===== src/hw/rtl/sd_spi_host_transaction_engine_macros.svh =====
// Assertion macros used by the engine's core RTL file.
`ifndef SD_SPI_HOST_TRANSACTION_ENGINE_MACROS_SVH
`define SD_SPI_HOST_TRANSACTION_ENGINE_MACROS_SVH

// Implication checked on every rising clock edge outside reset.
`define SSH_ASSERT_IMP(label, clk, rst_n, ante, cons, msg) \
	label: assert property (@(posedge clk) disable iff (!rst_n) (ante) |-> (cons)) \
		else $error(msg);

// Implication whose consequence is checked in the next cycle.
`define SSH_ASSERT_NEXT(label, clk, rst_n, ante, cons, msg) \
	label: assert property (@(posedge clk) disable iff (!rst_n) (ante) |=> (cons)) \
		else $error(msg);

`endif


===== src/hw/rtl/ssh_pkg.sv =====
// ----------------------------------------------------------------------------
// ssh_pkg
// Types, constants and CRC functions of the SD SPI-mode host engine.
// ----------------------------------------------------------------------------
package ssh_pkg;

	localparam int WriteBlockBytesDef = 512;
	localparam int ResponsePollsDef   = 8;
	localparam int MaxReadBytesDef    = 1024;

	localparam int WaitW  = 20;
	localparam int CountW = 13;
	localparam int PollW  = 4;
	localparam int AddrW  = 3;

	localparam logic [WaitW-1:0] WaitMax        = 20'hFFFFF;
	localparam logic [WaitW-1:0] TokenWaitReset = 20'd100;
	localparam logic [WaitW-1:0] BusyWaitReset  = 20'd500;

	localparam logic [7:0] ByteIdle       = 8'hFF;
	localparam logic [7:0] TokenStart     = 8'hFE;
	localparam logic [3:0] DataAccepted   = 4'h5;

	localparam logic [AddrW-1:0] RegTokenWait = 3'd0;
	localparam logic [AddrW-1:0] RegBusyWait  = 3'd4;

	localparam logic [1:0] FuncStart = 2'd0;
	localparam logic [1:0] FuncXfer  = 2'd1;
	localparam logic [1:0] FuncTick  = 2'd2;

	localparam logic [1:0] OpCmd   = 2'd0;
	localparam logic [1:0] OpRead  = 2'd1;
	localparam logic [1:0] OpWrite = 2'd2;

	localparam logic [1:0] KindNone = 2'd0;
	localparam logic [1:0] KindResp = 2'd1;
	localparam logic [1:0] KindData = 2'd2;

	typedef enum logic [12:0] {
		PH_IDLE    = 13'b0000000000001,
		PH_FRAME   = 13'b0000000000010,
		PH_R1      = 13'b0000000000100,
		PH_RESP    = 13'b0000000001000,
		PH_TOKEN   = 13'b0000000010000,
		PH_RDATA   = 13'b0000000100000,
		PH_WSTART  = 13'b0000001000000,
		PH_WDATA   = 13'b0000010000000,
		PH_WCRC    = 13'b0000100000000,
		PH_WRESP   = 13'b0001000000000,
		PH_BUSY    = 13'b0010000000000,
		PH_END_OK  = 13'b0100000000000,
		PH_END_ERR = 13'b1000000000000
	} phase_t;

	typedef struct packed {
		logic [1:0]  func;
		logic [1:0]  op;
		logic [5:0]  cmd_index;
		logic [31:0] argument;
		logic [2:0]  resp_len;
		logic [10:0] block_len;
		logic [7:0]  miso_byte;
		logic [7:0]  write_byte;
	} req_t;

	typedef struct packed {
		logic [7:0] mosi_byte;
		logic       send_valid;
		logic       deselect_after;
		logic [7:0] rx_byte;
		logic [1:0] rx_kind;
		logic       done_res;
		logic       status;
	} res_t;

	typedef struct packed {
		logic [WaitW-1:0] token_wait_ticks;
		logic [WaitW-1:0] busy_wait_ticks;
	} cfg_t;

	function automatic logic [6:0] crc7_feed(logic [6:0] acc, logic [7:0] b);
		logic [7:0] c;
		c = {acc, 1'b0} ^ b;
		for (int i = 0; i < 8; i++) begin
			if (c[7]) c = c ^ 8'h89;
			c = {c[6:0], 1'b0};
		end
		return c[7:1];
	endfunction

	function automatic logic [15:0] crc16_feed(logic [15:0] acc, logic [7:0] b);
		logic [15:0] c;
		c = acc ^ {b, 8'h00};
		for (int i = 0; i < 8; i++) begin
			if (c[15]) c = {c[14:0], 1'b0} ^ 16'h1021;
			else c = {c[14:0], 1'b0};
		end
		return c;
	endfunction

endpackage


===== src/hw/rtl/ssh_stream_if.sv =====
// ----------------------------------------------------------------------------
// ssh_stream_if
// Valid/ready channel carrying one payload of a given type.
// ----------------------------------------------------------------------------
interface ssh_stream_if #(
	parameter type payload_t = logic
);
	logic     valid;
	logic     ready;
	payload_t data;

	modport source (output valid, output data, input ready);
	modport sink (input valid, input data, output ready);
endinterface


===== src/hw/rtl/ssh_cfg_regs.sv =====
// ----------------------------------------------------------------------------
// ssh_cfg_regs
// APB register file holding the token and busy wait limits.
// ----------------------------------------------------------------------------
module ssh_cfg_regs (
	input  logic                      clk,
	input  logic                      arst_n,
	input  logic                      psel,
	input  logic                      penable,
	input  logic                      pwrite,
	input  logic [ssh_pkg::AddrW-1:0] paddr,
	input  logic [31:0]               pwdata,
	output logic [31:0]               prdata,
	output logic                      pready,
	output ssh_pkg::cfg_t             cfg
);
	logic [ssh_pkg::WaitW-1:0] token_q;
	logic [ssh_pkg::WaitW-1:0] busy_q;
	logic                      wr_en;

	assign pready = 1'b1;
	assign wr_en  = psel && penable && pwrite;

	always_ff @(posedge clk or negedge arst_n) begin
		if (!arst_n) begin
			token_q <= ssh_pkg::TokenWaitReset;
			busy_q  <= ssh_pkg::BusyWaitReset;
		end else if (wr_en) begin
			case (paddr)
				ssh_pkg::RegTokenWait: token_q <= pwdata[ssh_pkg::WaitW-1:0];
				ssh_pkg::RegBusyWait:  busy_q  <= pwdata[ssh_pkg::WaitW-1:0];
				default: ;
			endcase
		end
	end

	always_comb begin
		case (paddr)
			ssh_pkg::RegTokenWait: prdata = {12'd0, token_q};
			ssh_pkg::RegBusyWait:  prdata = {12'd0, busy_q};
			default:               prdata = 32'd0;
		endcase
	end

	assign cfg.token_wait_ticks = token_q;
	assign cfg.busy_wait_ticks  = busy_q;
endmodule


===== src/hw/rtl/ssh_core.sv =====
// ----------------------------------------------------------------------------
// ssh_core
// Transaction FSM: one request in, at most one result out per cycle unless stalled.
// ----------------------------------------------------------------------------
`include "sd_spi_host_transaction_engine_macros.svh"

module ssh_core #(
	parameter int WRITE_BLOCK_BYTES = ssh_pkg::WriteBlockBytesDef,
	parameter int RESPONSE_POLLS    = ssh_pkg::ResponsePollsDef,
	parameter int MAX_READ_BYTES    = ssh_pkg::MaxReadBytesDef
) (
	input  logic          clk,
	input  logic          arst_n,
	input  ssh_pkg::cfg_t cfg,
	ssh_stream_if.sink    req,
	ssh_stream_if.source  res
);
	localparam int CW = ssh_pkg::CountW;

	ssh_pkg::phase_t           phase_q, phase_d;
	logic [1:0]                op_q, op_d;
	logic [31:0]               arg_q, arg_d;
	logic [CW-1:0]             cnt_q, cnt_d;
	logic [ssh_pkg::PollW-1:0] poll_q, poll_d;
	logic [ssh_pkg::WaitW-1:0] wait_q, wait_d;
	logic [6:0]                crc7_q, crc7_d;
	logic [15:0]               crc16_q, crc16_d;
	logic [2:0]                rem_q, rem_d;
	logic [CW-1:0]             rlen_q, rlen_d;

	logic                      out_valid_q;
	ssh_pkg::res_t             out_q, r;
	logic                      emit;
	logic                      take;
	ssh_pkg::req_t             in;
	logic [7:0]                b0, m, wb, argb;
	logic [2:0]                rl;
	logic [CW-1:0]             bl, cnt_inc;
	logic [1:0]                opn;

	assign in   = req.data;
	assign m    = in.miso_byte;
	assign wb   = in.write_byte;
	assign take = req.valid && req.ready;
	assign req.ready = !out_valid_q || res.ready;
	assign res.valid = out_valid_q;
	assign res.data  = out_q;
	assign cnt_inc   = cnt_q + CW'(1);

	always_comb begin
		phase_d = phase_q; op_d = op_q; arg_d = arg_q; cnt_d = cnt_q;
		poll_d = poll_q; wait_d = wait_q; crc7_d = crc7_q; crc16_d = crc16_q;
		rem_d = rem_q; rlen_d = rlen_q;
		emit = 1'b0;
		r = '0;
		b0 = {2'b01, in.cmd_index};
		rl = (in.resp_len == 3'd0) ? 3'd1 : ((in.resp_len > 3'd5) ? 3'd5 : in.resp_len);
		bl = (in.block_len == 11'd0) ? CW'(1) :
			((CW'(in.block_len) > CW'(MAX_READ_BYTES)) ? CW'(MAX_READ_BYTES)
				: CW'(in.block_len));
		opn = (in.op == 2'd3) ? ssh_pkg::OpCmd : in.op;
		case (cnt_q[1:0])
			2'd0: argb = arg_q[31:24];
			2'd1: argb = arg_q[23:16];
			2'd2: argb = arg_q[15:8];
			default: argb = arg_q[7:0];
		endcase
		case (in.func)
			ssh_pkg::FuncStart: begin
				if (phase_q == ssh_pkg::PH_IDLE) begin
					emit = 1'b1;
					op_d = opn;
					arg_d = in.argument;
					rem_d = (opn == ssh_pkg::OpCmd) ? rl - 3'd1 : 3'd0;
					rlen_d = bl;
					crc16_d = '0; poll_d = '0; wait_d = '0;
					crc7_d = ssh_pkg::crc7_feed(7'd0, b0);
					cnt_d = '0;
					phase_d = ssh_pkg::PH_FRAME;
					r.mosi_byte = b0; r.send_valid = 1'b1;
				end
			end
			ssh_pkg::FuncTick: begin
				if ((phase_q == ssh_pkg::PH_TOKEN || phase_q == ssh_pkg::PH_BUSY)
						&& wait_q != ssh_pkg::WaitMax)
					wait_d = wait_q + ssh_pkg::WaitW'(1);
			end
			ssh_pkg::FuncXfer: begin
				emit = (phase_q != ssh_pkg::PH_IDLE);
				r.send_valid = 1'b1;
				r.mosi_byte = ssh_pkg::ByteIdle;
				case (phase_q)
					ssh_pkg::PH_FRAME: begin
						if (cnt_q < CW'(4)) begin
							cnt_d = cnt_inc;
							r.mosi_byte = argb;
							crc7_d = ssh_pkg::crc7_feed(crc7_q, argb);
						end else if (cnt_q == CW'(4)) begin
							cnt_d = CW'(5);
							r.mosi_byte = {crc7_q, 1'b1};
						end else begin
							phase_d = ssh_pkg::PH_R1;
							poll_d = ssh_pkg::PollW'(1);
						end
					end
					ssh_pkg::PH_R1: begin
						if (m[7] && poll_q < ssh_pkg::PollW'(RESPONSE_POLLS)) begin
							poll_d = poll_q + ssh_pkg::PollW'(1);
						end else begin
							r.rx_byte = m; r.rx_kind = ssh_pkg::KindResp;
							if (op_q == ssh_pkg::OpRead) begin
								if (m != 8'd0) begin
									phase_d = ssh_pkg::PH_IDLE;
									r.send_valid = 1'b0; r.mosi_byte = '0;
									r.done_res = 1'b1; r.status = 1'b1;
								end else begin
									phase_d = ssh_pkg::PH_TOKEN;
									wait_d = '0;
								end
							end else if (op_q == ssh_pkg::OpWrite) begin
								phase_d = ssh_pkg::PH_WSTART;
								r.mosi_byte = ssh_pkg::TokenStart;
							end else if (rem_q != 3'd0) begin
								phase_d = ssh_pkg::PH_RESP;
							end else begin
								phase_d = ssh_pkg::PH_END_OK;
								r.deselect_after = 1'b1;
							end
						end
					end
					ssh_pkg::PH_RESP: begin
						rem_d = rem_q - 3'd1;
						r.rx_byte = m; r.rx_kind = ssh_pkg::KindResp;
						if (rem_q == 3'd1) begin
							phase_d = ssh_pkg::PH_END_OK;
							r.deselect_after = 1'b1;
						end
					end
					ssh_pkg::PH_END_OK, ssh_pkg::PH_END_ERR: begin
						phase_d = ssh_pkg::PH_IDLE;
						r.send_valid = 1'b0; r.mosi_byte = '0;
						r.done_res = 1'b1;
						r.status = (phase_q == ssh_pkg::PH_END_ERR);
					end
					ssh_pkg::PH_TOKEN: begin
						if (m == ssh_pkg::TokenStart) begin
							phase_d = ssh_pkg::PH_RDATA;
							cnt_d = '0;
							r.deselect_after = (rlen_q == CW'(1));
						end else if (m[7:4] == 4'd0 || wait_q >= cfg.token_wait_ticks) begin
							phase_d = ssh_pkg::PH_IDLE;
							r.send_valid = 1'b0; r.mosi_byte = '0;
							r.done_res = 1'b1; r.status = 1'b1;
							if (m[7:4] == 4'd0) begin
								r.rx_byte = m; r.rx_kind = ssh_pkg::KindResp;
							end
						end
					end
					ssh_pkg::PH_RDATA: begin
						cnt_d = cnt_inc;
						r.rx_byte = m; r.rx_kind = ssh_pkg::KindData;
						if (cnt_inc >= rlen_q) begin
							phase_d = ssh_pkg::PH_IDLE;
							r.send_valid = 1'b0; r.mosi_byte = '0;
							r.done_res = 1'b1;
						end else begin
							r.deselect_after = (cnt_inc + CW'(1) == rlen_q);
						end
					end
					ssh_pkg::PH_WSTART: begin
						crc16_d = ssh_pkg::crc16_feed(16'd0, wb);
						cnt_d = CW'(1);
						phase_d = ssh_pkg::PH_WDATA;
						r.mosi_byte = wb;
					end
					ssh_pkg::PH_WDATA: begin
						if (cnt_q < CW'(WRITE_BLOCK_BYTES)) begin
							crc16_d = ssh_pkg::crc16_feed(crc16_q, wb);
							cnt_d = cnt_inc;
							r.mosi_byte = wb;
						end else begin
							phase_d = ssh_pkg::PH_WCRC;
							cnt_d = '0;
							r.mosi_byte = crc16_q[15:8];
						end
					end
					ssh_pkg::PH_WCRC: begin
						if (cnt_q == '0) begin
							cnt_d = CW'(1);
							r.mosi_byte = crc16_q[7:0];
						end else begin
							phase_d = ssh_pkg::PH_WRESP;
							poll_d = ssh_pkg::PollW'(1);
						end
					end
					ssh_pkg::PH_WRESP: begin
						if (m[4] && poll_q < ssh_pkg::PollW'(RESPONSE_POLLS)) begin
							poll_d = poll_q + ssh_pkg::PollW'(1);
						end else begin
							r.rx_byte = m; r.rx_kind = ssh_pkg::KindResp;
							if (m[3:0] == ssh_pkg::DataAccepted) begin
								phase_d = ssh_pkg::PH_BUSY;
								wait_d = '0;
							end else begin
								phase_d = ssh_pkg::PH_END_ERR;
								r.deselect_after = 1'b1;
							end
						end
					end
					ssh_pkg::PH_BUSY: begin
						if (m != 8'd0 || wait_q >= cfg.busy_wait_ticks) begin
							phase_d = ssh_pkg::PH_END_OK;
							r.deselect_after = 1'b1;
						end
					end
					default: begin
						r = '0;
					end
				endcase
			end
			default: ;
		endcase
	end

	always_ff @(posedge clk or negedge arst_n) begin
		if (!arst_n) begin
			phase_q <= ssh_pkg::PH_IDLE;
			op_q <= '0; arg_q <= '0; cnt_q <= '0; poll_q <= '0; wait_q <= '0;
			crc7_q <= '0; crc16_q <= '0; rem_q <= '0; rlen_q <= '0;
			out_valid_q <= 1'b0;
		end else begin
			if (take) begin
				phase_q <= phase_d; op_q <= op_d; arg_q <= arg_d; cnt_q <= cnt_d;
				poll_q <= poll_d; wait_q <= wait_d; crc7_q <= crc7_d;
				crc16_q <= crc16_d; rem_q <= rem_d; rlen_q <= rlen_d;
			end
			if (req.ready) out_valid_q <= take && emit;
		end
	end

	always_ff @(posedge clk) begin
		if (take && emit) out_q <= r;
	end

	`SSH_ASSERT_IMP(a_hold_stall, clk, arst_n, res.valid && !res.ready, !req.ready, "request taken while result stalled")
	`SSH_ASSERT_NEXT(a_done_idle, clk, arst_n, take && emit && r.done_res, phase_q == ssh_pkg::PH_IDLE, "done without return to idle")
	`SSH_ASSERT_IMP(a_poll_range, clk, arst_n, 1'b1, poll_q <= ssh_pkg::PollW'(RESPONSE_POLLS), "poll count beyond limit")
	`SSH_ASSERT_IMP(a_send_or_done, clk, arst_n, res.valid, res.data.send_valid != res.data.done_res, "result neither sends nor ends")
endmodule


===== src/hw/rtl/sd_spi_host_transaction_engine.sv =====
// Each request (start, byte exchange done, or timer tick) is taken on a valid
// and ready handshake; its result, if any, appears in the output register on
// the next cycle. A new request is accepted every cycle while the result
// register is free or being drained, so throughput is one request per cycle
// under that condition, with CRC7 and CRC16 updated a whole byte at a time.
// ----------------------------------------------------------------------------
// sd_spi_host_transaction_engine
// SD card SPI-mode command, block read and block write sequencer.
// ----------------------------------------------------------------------------
module sd_spi_host_transaction_engine #(
	parameter int WRITE_BLOCK_BYTES = ssh_pkg::WriteBlockBytesDef,
	parameter int RESPONSE_POLLS    = ssh_pkg::ResponsePollsDef,
	parameter int MAX_READ_BYTES    = ssh_pkg::MaxReadBytesDef
) (
	input  logic                      clk,
	input  logic                      arst_n,
	ssh_stream_if.sink                req,
	ssh_stream_if.source              res,
	input  logic                      psel,
	input  logic                      penable,
	input  logic                      pwrite,
	input  logic [ssh_pkg::AddrW-1:0] paddr,
	input  logic [31:0]               pwdata,
	output logic [31:0]               prdata,
	output logic                      pready
);
	ssh_pkg::cfg_t cfg;

	ssh_cfg_regs u_regs (
		.clk(clk), .arst_n(arst_n), .psel(psel), .penable(penable), .pwrite(pwrite),
		.paddr(paddr), .pwdata(pwdata), .prdata(prdata), .pready(pready), .cfg(cfg)
	);

	ssh_core #(
		.WRITE_BLOCK_BYTES(WRITE_BLOCK_BYTES),
		.RESPONSE_POLLS(RESPONSE_POLLS),
		.MAX_READ_BYTES(MAX_READ_BYTES)
	) u_core (
		.clk(clk), .arst_n(arst_n), .cfg(cfg), .req(req), .res(res)
	);
endmodule


===== src/flat_wrapper.sv =====
// flat-port wrapper written by rule: the top's interface ports become plain ports
module sd_spi_host_transaction_engine_flat import ssh_pkg::*;
#(
	parameter int WRITE_BLOCK_BYTES = ssh_pkg::WriteBlockBytesDef,
	parameter int RESPONSE_POLLS    = ssh_pkg::ResponsePollsDef,
	parameter int MAX_READ_BYTES    = ssh_pkg::MaxReadBytesDef
)
  (clk, arst_n, psel, penable, pwrite, paddr, pwdata, prdata, pready, req_valid, req_data, req_ready, res_valid, res_data, res_ready);
  ssh_stream_if #(.payload_t(req_t)) req_i ();
  ssh_stream_if #(.payload_t(res_t)) res_i ();
  input  logic clk;
  input  logic arst_n;
  input  logic psel;
  input  logic penable;
  input  logic pwrite;
  input  logic [ssh_pkg::AddrW-1:0] paddr;
  input  logic [31:0] pwdata;
  output logic [31:0] prdata;
  output logic pready;
  input wire logic [$bits(req_i.valid)-1:0] req_valid;
  input wire logic [$bits(req_i.data)-1:0] req_data;
  output wire logic [$bits(req_i.ready)-1:0] req_ready;
  output wire logic [$bits(res_i.valid)-1:0] res_valid;
  output wire logic [$bits(res_i.data)-1:0] res_data;
  input wire logic [$bits(res_i.ready)-1:0] res_ready;
  assign req_i.valid = req_valid;
  assign req_i.data = req_data;
  assign req_ready = req_i.ready;
  assign res_valid = res_i.valid;
  assign res_data = res_i.data;
  assign res_i.ready = res_ready;
  sd_spi_host_transaction_engine #(.WRITE_BLOCK_BYTES(WRITE_BLOCK_BYTES), .RESPONSE_POLLS(RESPONSE_POLLS), .MAX_READ_BYTES(MAX_READ_BYTES)) u_core (.clk(clk), .arst_n(arst_n), .req(req_i), .res(res_i), .psel(psel), .penable(penable), .pwrite(pwrite), .paddr(paddr), .pwdata(pwdata), .prdata(prdata), .pready(pready));
endmodule

===== config.mk =====
export PLATFORM = sky130hd
export DESIGN_NAME = sd_spi_host_transaction_engine_flat
export DESIGN_NICKNAME = d
export VERILOG_FILES = /design/src/hw/rtl/ssh_pkg.sv /design/src/hw/rtl/ssh_stream_if.sv /design/src/hw/rtl/ssh_cfg_regs.sv /design/src/hw/rtl/ssh_core.sv /design/src/hw/rtl/sd_spi_host_transaction_engine.sv /design/src/flat_wrapper.sv
export VERILOG_INCLUDE_DIRS = /design/src /design/src/hw/rtl
export SDC_FILE = /design/constraint.sdc
export NUM_CORES = 1
export LEC_CHECK = 0
export ABC_AREA = 1
export BUFFER_PORTS_ARGS = -buffer_cell sky130_fd_sc_hd__buf_4
export CAP_MARGIN = 10
export CORE_MARGIN = 1.5
export CORE_UTILIZATION = 30
export CTS_BUF_LIST = sky130_fd_sc_hd__clkbuf_8
export DETAILED_ROUTE_END_ITERATION = 10
export GPL_ROUTABILITY_DRIVEN = 0
export GPL_TIMING_DRIVEN = 0
export PLACE_DENSITY_LB_ADDON = 0.15
export SLEW_MARGIN = 20
export SYNTH_ARGS = -nofsm -noshare
export SYNTH_HDL_FRONTEND = slang
export SYNTH_HIERARCHICAL = 1
export SYNTH_SLANG_ARGS = --single-unit

===== constraint.sdc =====
create_clock -name clk -period 3.8 [get_ports clk]
set_input_delay 0.38 -clock clk [delete_from_list [all_inputs] [get_ports clk]]
set_output_delay 0.38 -clock clk [all_outputs]
set_load 0.01 [all_outputs]

* Yosys cells after proc, flatten, opt, wreduce, memory -nomap -nowiden
Cells that the tools add are included.
** Storage, ports and cells
- Register bits :: 186
- Input port bits :: 114
- Output and inout bits :: 57
- Logic and storage cells :: 363
** Operators by class
- $add $sub $neg :: 6
- $lt $le $gt $ge :: 8
- Equality and inequality tests :: 58
- Multiplexer cells :: 201
- Bitwise operators :: 33
- Reduce and logical (&&, ||, !) cells :: 37
** Operator list (number)
- $mux W16 :: 37
- $mux W13 :: 37
- $mux W7 :: 38
- $pmux W13 S11 :: 1
- $mux W20 :: 7
- $mux W4 :: 21
- $pmux W20 S2 :: 2
- $pmux W13 S6 :: 1
- $pmux W16 S2 :: 2
- $pmux W8 S8 :: 1
- $pmux W20 S3 :: 1
- $pmux W13 S2 :: 2
- $ne A3 B3 Y1 const B :: 17
- $pmux W10 S5 :: 1
- $mux W8 :: 6
- $not A3 Y3 :: 16
- $ge A20 B20 Y1 :: 2
- $mux W12 :: 3
- $mux W9 :: 4
- $mux W11 :: 3
- $not A2 Y2 :: 15
- $add A13 B1 Y13 const B :: 2
- $eq A13 B1 Y1 const B :: 2
- $eq A13 B3 Y1 const B :: 2
- 76 further kinds :: 120

* Logic depth before layout (Yosys ltp)
Gate-level depths: netlist of the first run.
- Depth after elaboration :: 43
- Mapped depth :: 21
- Mapped depth without buffers :: 20

* Cells and area by module
The synthesis of the first run kept the hierarchy.
** By module, submodules not included
- ssh_core :: times used 1, cells each 1567, area each 11163.2 um2
- ssh_cfg_regs :: times used 1, cells each 286, area each 2262.2 um2

* Worst setup path after synthesis of the first run
Ideal clock, no wire load.
- Path type :: flip-flop to flip-flop
- From :: register u_core.u_core.cnt_q[0]
- To :: register u_core.u_core.phase_q[11]
- Library setup time :: 117 ps
- Arrival time :: 2597 ps
- Setup slack :: 1086 ps
- Cell stages (with the launch flop) :: 21
- Path buffers :: 1
- Period minus slack after synthesis :: 2714 ps
- Cells stage by stage :: dfrtp_1 > ha_1 > inv_1 > nor2_4 > nand3_1 > nand2_1 > inv_2 > ha_1 > nand2_1 > o21bai_1 > nand3_1 > nand3_1 > inv_1 > nand2_1 > nand3_2 > nand2_2 > a31oi_4 > nand2_2 > buf_6 > nand2_1 > nand2_1
** Between the ends
- Word-level cells in the longest chain between the ends :: 4
- Elaborated cells between the ends (all ways) :: 12
- Those cells by class :: add/sub: 1; order compare: 3; eq/ne: 6; reduce/logical: 2
** Ends and longest elaborated chain
- start, declared :: RTL line ssh_core.sv:23 : logic [CW-1:0] cnt_q, cnt_d;
- start signal, assigned :: RTL line ssh_core.sv:233 : phase_q <= phase_d; op_q <= op_d; arg_q <= arg_d; cnt_q <= cnt_d;
- $add A13 B1 Y13 :: RTL line ssh_core.sv:48 : assign cnt_inc = cnt_q + CW'(1);
- $ge A13 B13 Y1 :: RTL line ssh_core.sv:162 : if (cnt_inc >= rlen_q) begin
- $ne A3 B3 Y1 (no line)
- $reduce_and A14 Y1 (no line) (*)
- end signal, assigned :: RTL line ssh_core.sv:227 : phase_q <= ssh_pkg::PH_IDLE;
- end signal, assigned :: RTL line ssh_core.sv:233
- end, declared :: RTL line ssh_core.sv:20 : ssh_pkg::phase_t phase_q, phase_d;
Every way passes the cells marked *; elsewhere a longest branch is shown, timed or not.
A chain may end at the register's enable or synchronous reset.

* Final worst setup path of the first run
Ends and elaborated chain as after synthesis.

==> results of run 1 <==
[how the worst max path moves through the flow]
stage / start / to / slack [ns] / depth (start not counted)
after floorplan: u_core/u_core/cnt_q[0] / u_core/u_core/phase_q[11] / 1.09 / 20
after global placement: u_core/u_core/cnt_q[0] / u_core/u_core/res.data[12] / 0.24 / 18
after detailed placement: u_core/u_core/cnt_q[0] / u_core/u_core/res.data[12] / 0.23 / 18
after CTS: u_core/u_core/cnt_q[0] / u_core/u_core/res.data[12] / 0.18 / 18
after global routing: u_core/u_core/cnt_q[0] / u_core/u_core/phase_q[11] / 0.12 / 19
final: u_core/u_core/cnt_q[0] / u_core/u_core/phase_q[11] / 0.41 / 19
[layout by cell type (no fill, tap or decap), types with 6 or more instances in the layout]
| cell | Yosys | routed |
|---|---|---|
| buf_4 | 14 | 158 |
| inv_1 | 243 | 243 |
| nand3_1 | 162 | 162 |
| nor2_2 | 15 | 15 |
| o21ai_1 | 22 | 22 |
| inv_2 | 16 | 16 |
| nand2_2 | 9 | 9 |
| o31ai_1 | 9 | 9 |
| nand3_2 | 14 | 14 |
| o31ai_2 | 7 | 7 |
| clkbuf_1 | 16 | 16 |
| buf_6 | 6 | 6 |
| buf_2 | 20 | 20 |
| o21bai_1 | 43 | 43 |
| nor3_1 | 36 | 36 |
| nor4_1 | 8 | 8 |
| edfxtp_1 | 22 | 22 |
| nand2_1 | 508 | 508 |
| nor2_1 | 108 | 108 |
| ha_1 | 66 | 65 |
| xnor2_1 | 25 | 25 |
| conb_1 | 2 | 13 |
| nand4_1 | 46 | 46 |
| o22ai_1 | 16 | 16 |
| dfrtp_1 | 152 | 151 |
| clkbuf_8 | 1 | 19 |
| dfstp_2 | 10 | 10 |
| a21oi_1 | 44 | 44 |
| xor2_1 | 39 | 39 |
| o21ai_0 | 107 | 107 |
| nor2_4 | 7 | 7 |
[repair_timing]
action / CTS / global route
hold endpoints to repair: 81 / 0
setup endpoints to repair: 0 / 2
hold buffers: 1 / 0
gates resized for setup: 0 / 2
[power groups by stage]
stage	sequential (uW)	clock [uW]	combinational (uW)
5_1_grt	2570	1530	2480
3_5_place_dp	2560	0	2170
3_3_place_gp	2560	0	2140
4_1_cts	2520	1460	2190
2_1_floorplan	2490	0	1500
6_report	2520	1410	2190
[per-stage QoR]
| step | std cells | instance area, um2 | setup slack [ns] | util |
|---|---|---|---|---|
| floorplan | 1864 | 13500 | 1.09 | - |
| global placement | 2601 | 15300 | 0.238 | 0.346 |
| detailed placement | 2602 | 15300 | 0.227 | 0.347 |
| CTS | 2635 | 15700 | 0.183 | 0.356 |
| global route | 2635 | 15700 | 0.124 | 0.356 |
| finish | 2635 | 15700 | 0.411 | 0.356 |
[state kept, by name, indices dropped and copies added, names as in the netlist, 2 cells and up]
name                    count
u_core/u_regs/busy_q       20
u_core/u_regs/token_q      20
u_core/u_core/poll_q        4
u_core/u_core/rem_q         3
u_core/u_core/phase_q      13
u_core/u_core/res.data     22
u_core/u_core/wait_q       20
u_core/u_core/crc16_q      16
u_core/u_core/crc7_q        7
u_core/u_core/cnt_q        13
u_core/u_core/rlen_q       11
u_core/u_core/op_q          2
u_core/u_core/arg_q        32
[layout make-up]
class                   count  area, um2  area share
clock buffers              18        248      0.0157
plain buffers              62        379      0.0241
repair buffers            147       1130      0.0720
clock inverters            14        148     0.00938
flip-flops and latches    184       4730       0.300
multi-input cells        1359       7390       0.470
well taps                 592        741      0.0471
inverters                 259        972      0.0618
[cell families after synthesis]
| logic type | after synthesis | share of synthesized area |
|---|---|---|
| xor gates and xnor gates | 64 | 0.0418 |
| adders and majority gates | 66 | 0.0615 |
| DFF | 184 | 0.352 |
| and+or+nand+nor | 932 | 0.313 |
| AOI/OAI and AO/OA | 284 | 0.131 |
| other | 2 | 0.000559 |
| buffers and inverters | 321 | 0.101 |
[tightest hold or removal path: cells and delay by family]
kind / cells / cell delay (ns)
simple gates: 2 / 0.09
buf+inv: 1 / 0.08
[routing by layer]
metal | vias up | part of all wire | wire length, um
met5 | - | 0 | 0
met4 | 0 | 0.025 | 1160
met3 | 62 | 0.050 | 2300
met2 | 395 | 0.48 | 21900
met1 | 6014 | 0.44 | 20300
li1 | 6396 | - | -
==> results.toml, run 1 <==
[status]
status = "completed"

[power]
switchingPower_uw = 2430
p_total_uw = 6120
intPower_uw = 3680
ir_worst_vdd_v = 0.000206
power_frac_clock = 0.230
power_density_nw_per_um2 = 389
pwr-share-comb = 0.358
p_seq_frac = 0.412
p_leak_uw = 0.00787
p_sw_frac = 0.398

[hold_path]
hp-class = "input pin to flip-flop"
hp-start = "req_data[43]"
whs_path_depth = 3
hold_end = "u_core/u_core/arg_q[13]"

[floorplan]
dieArea_um2 = 46000
rows = 77
die_y_um = 215
initial_core_util = 0.304
core_area_um2 = 44200
dieWidth_um = 215
ios = 171

[sta]
max_freq_mhz = 295
tightest_slew_ns = 1.00
hold_viol_final = 0
slew_headroom = 0.330
setup_tns_ns = 0
setup_viol = 0
finClkSkew_ns = 0.0331
finalCritPeriodShare = 0.892
post-route-min-period_ns = 3.39
final_max_slew_viol_count = 0
whs_ns = 0.0637
rsz0062_at_grt = "no"

[clock_network]
clockBufferDepth = 2
cts_tree = "yes"
clk_latency_ns = 0.52
cts_buffers = 17
clk_root_buffer_cell = "clkbuf_8"
cts_sinks = 184
htree_levels = 4
cts_setup_buffers = 0
cts.reportedPaths.clkPinSlew_ns = 0.10

[run]
drv_cap = 0

[yosys]
synth-seq-cells = 184
synthTopCellsByArea = "dfrtp_1 (28%), nand2_1 (14%), inv_1 (6.8%), ha_1 (6.2%), nand3_1 (6.0%)"
synthesis.area_um2 = 13400
yosys.area.top_type = "dfrtp_1"
synth_edf_count = 22
synth_top_area_frac = 0.283
synthTopCellsByCount = "nand2_1 (508), inv_1 (243), nand3_1 (162)"
ys_types = 60
synthCells = 1853
syn_area_per_cell_um2 = 7.25
seq_area_frac_synth = 0.352
ys.flop_type = "dfrtp_1"
ys_warn_count = 6
yosysMostFrequentCell = "nand2_1"
async_reset_ff_frac = 0.880

[route]
drc = 0
avgViaCountPerCell = 4.88
wl_per_cell_um = 17.3
routed_wl_um = 45600
vias = 12900
drt-pass1-iter-count = 6
ant_nets = 0
first_iter_violations = 1074

[global_route]
grt_pass1_vias = 12800
grt_remaining_overflow = 0
top_usage_layer = "met2"
grt_max_degree = 86
antenna_found_initial = 0
grt_first_pass_wirelength_um = 72000
use_met3 = 0.0352
grt_util_met2 = 0.339
use_met1 = 0.257
grtUsageTotal = 0.199

[critical_path]
reg2reg_to = "u_core/u_core/phase_q[11]"
rr_startpoint = "u_core/u_core/cnt_q[0]"
r2r_cells = 19
crit_slowest_cell = "dfrtp_2"
critPathMaxStageDelay_ns = 0.49
cp-end-kind = "flip-flop"
cp_num_buf_inv = 3
path_max_fanout = 10
path_delay_family = "simple AND/OR/NAND/NOR gates"
worst_ep_arrival_time_ns = 3.83
cp_cell_sequence = "ha_1 -> inv_1 -> nor2_4 -> nand3_1 -> nand2_1 -> inv_2 -> ha_1 -> nand2_1 -> o21bai_1 -> nand2_1 -> nor2_1 -> nand2_1 -> nand2_1 -> nand3_2 -> nand2_2 -> a31oi_4 -> buf_2 -> nand3_1 -> nand2_1"
required_ns = 4.25
r2r_slack_ns = 0.41
start_kind = "flip-flop"
crit_path_frequent_cell = "nand2_1"
crit_type = "flip-flop to flip-flop"

[cells_and_area]
nFillCells = 4751
drive_above_1_share = 0.156
fin_nets = 2210
syn_to_final_growth_pct = 17.2
num_antenna_cells = 0

[place]
hpwl_um = 36100
portBuffers = 145
(Power assumes the default switching activity.)
==> run 2: changes to the inputs <==
REMOVE_ABC_BUFFERS = 1   (was default)
==> results.toml, run 2 (same netlist as run 1, synthesis figures left out) <==
[status]
status = "completed"

[power]
p_leak_uw = 0.00771
ir_worst_vdd_v = 0.000227
p_total_uw = 6070
power_density_nw_per_um2 = 390

[cells_and_area]
num_antenna_cells = 0
final_common_cell = "nand2_1"
largest_register_ffs = 32
nFillCells = 4807
final_cells = 2584
utilization = 0.352
fin_nets = 2159
final_cell_mix = "nand2_1 (507), inv_1 (242), nand3_1 (160)"
fin_area_um2 = 15600
syn_to_final_growth_pct = 15.9
drive_above_1_share = 0.147
largest-register = "u_core/u_core/arg_q"

[global_route]
grt_max_degree = 89
grt_pass1_vias = 12200
grt_first_pass_wirelength_um = 68300
antenna_found_initial = 1
grt_remaining_overflow = 0
grtUsageTotal = 0.189

[clock_network]
cts.reportedPaths.clkPinSlew_ns = 0.11
clockBufferDepth = 2
clk_latency_ns = 0.52
cts_sinks = 184
cts_tree = "yes"
cts_buffers = 17
clk_root_buffer_cell = "clkbuf_8"
htree_levels = 4

[hold_path]
hp-class = "input pin to flip-flop"

[sta]
tightest_slew_ns = 1.01
slew_headroom = 0.322
finClkSkew_ns = 0.0188
hold_viol_final = 0
setup_viol = 0
final_max_slew_viol_count = 0
post-route-min-period_ns = 3.51
max_freq_mhz = 285
finalCritPeriodShare = 0.924
rsz0062_at_grt = "no"
setup_tns_ns = 0

[critical_path]
cp_cell_sequence = "nand2_1 -> nor2_1 -> nand3_1 -> xor2_1 -> inv_1 -> ha_1 -> a21oi_1 -> nand3_1 -> nor2_2 -> nand2_1 -> nor2_1 -> nand3_1 -> nor2_1 -> nand3_1 -> a21oi_1"
r2r_slack_ns = 0.29
cp_num_buf_inv = 1
cp-end-kind = "flip-flop"
critPathMaxStageDelay_ns = 0.53
crit_type = "flip-flop to flip-flop"
path_max_fanout = 8
start_kind = "flip-flop"
path_delay_family = "simple AND/OR/NAND/NOR gates"
required_ns = 4.16
crit_path_frequent_cell = "nand3_1"
worst_ep_arrival_time_ns = 3.87
crit_slowest_cell = "dfrtp_1"

[place]
hpwl_um = 33200
dpl.cell_count = 2545
portBuffers = 145
dpl_cell_area_um2 = 15100

[route]
avgViaCountPerCell = 4.88
ant_nets = 0
routed_wl_um = 43000
wl_per_cell_um = 16.7
first_iter_violations = 828
drc = 0
drt-pass1-iter-count = 5
vias = 12600

[floorplan]
die_y_um = 215
dieArea_um2 = 46000
ios = 171
dieWidth_um = 215
core_area_um2 = 44200
initial_core_util = 0.304
rows = 77

[run]
drv_cap = 0
-- run 2: final cells by class --
type / instances / area (um2) / area share
Tap cell: 592 / 741 / 0.0476
Inverter: 259 / 972 / 0.0625
Clock buffer: 17 / 234 / 0.0150
Timing Repair Buffer: 158 / 1290 / 0.0830
Sequential cell: 184 / 4730 / 0.304
Multi-Input combinational cell: 1359 / 7420 / 0.477
Clock inverter: 15 / 165 / 0.0106
-- run 2: what timing repair did --
| item | CTS | global route |
|---|---|---|
| hold buffers | 2 | 0 |
| endpoints found under the hold margin | 74 | 0 |
| setup endpoints to repair | 0 | 14 |
| resized for setup | 0 | 3 |
| setup buffers | 0 | 5 |
-- run 2: path summary, 6_finish.rpt --
kind                                              endpoint  cells after the start                   start
max in group asynchronous          u_core/u_regs/busy_q[8]                      3                  arst_n
worst min-delay path               u_core/u_core/arg_q[21]                      3            req_data[51]
worst min register to register      u_core/u_core/arg_q[6]                      2  u_core/u_core/arg_q[6]
min in group asynchronous         u_core/u_core/rlen_q[10]                      2                  arst_n
worst max-delay path            u_core/u_core/res.data[12]                     15  u_core/u_core/cnt_q[2]
worst max register to register  u_core/u_core/res.data[12]                     15  u_core/u_core/cnt_q[2]
-- run 2: through the flow --
| stage | hold WS (ns) | setup WS, ns |
|---|---|---|
| floorplan | 0.0844 | 0.442 |
| global placement | 0.460 | -1.55 |
| detailed placement | 0.416 | 0.0326 |
| CTS | 0.00221 | 0.00529 |
| global route | 0.0221 | 0.0340 |
| finish | 0.0582 | 0.289 |
-- run 2: power by group --
group	switching, uW	internal [uW]	total (uW)
clock network	827	599	1430
registers	227	2290	2520
logic	1360	765	2130
total	2420	3660	6070
-- run 2: worst min-delay path, cell delays in order --
cell and delay (ns):
buf_4 0.08, nand2_1 0.04, nand2_1 0.05
-- run 2: per-layer routing --
metal	global-route usage	up-vias	share of wire
met5	0	-	0.00030
met2	0.301	283	0.46
met3	0.0326	45	0.043
li1	-	6311	-
met4	0.0657	2	0.027
met1	0.256	5965	0.47
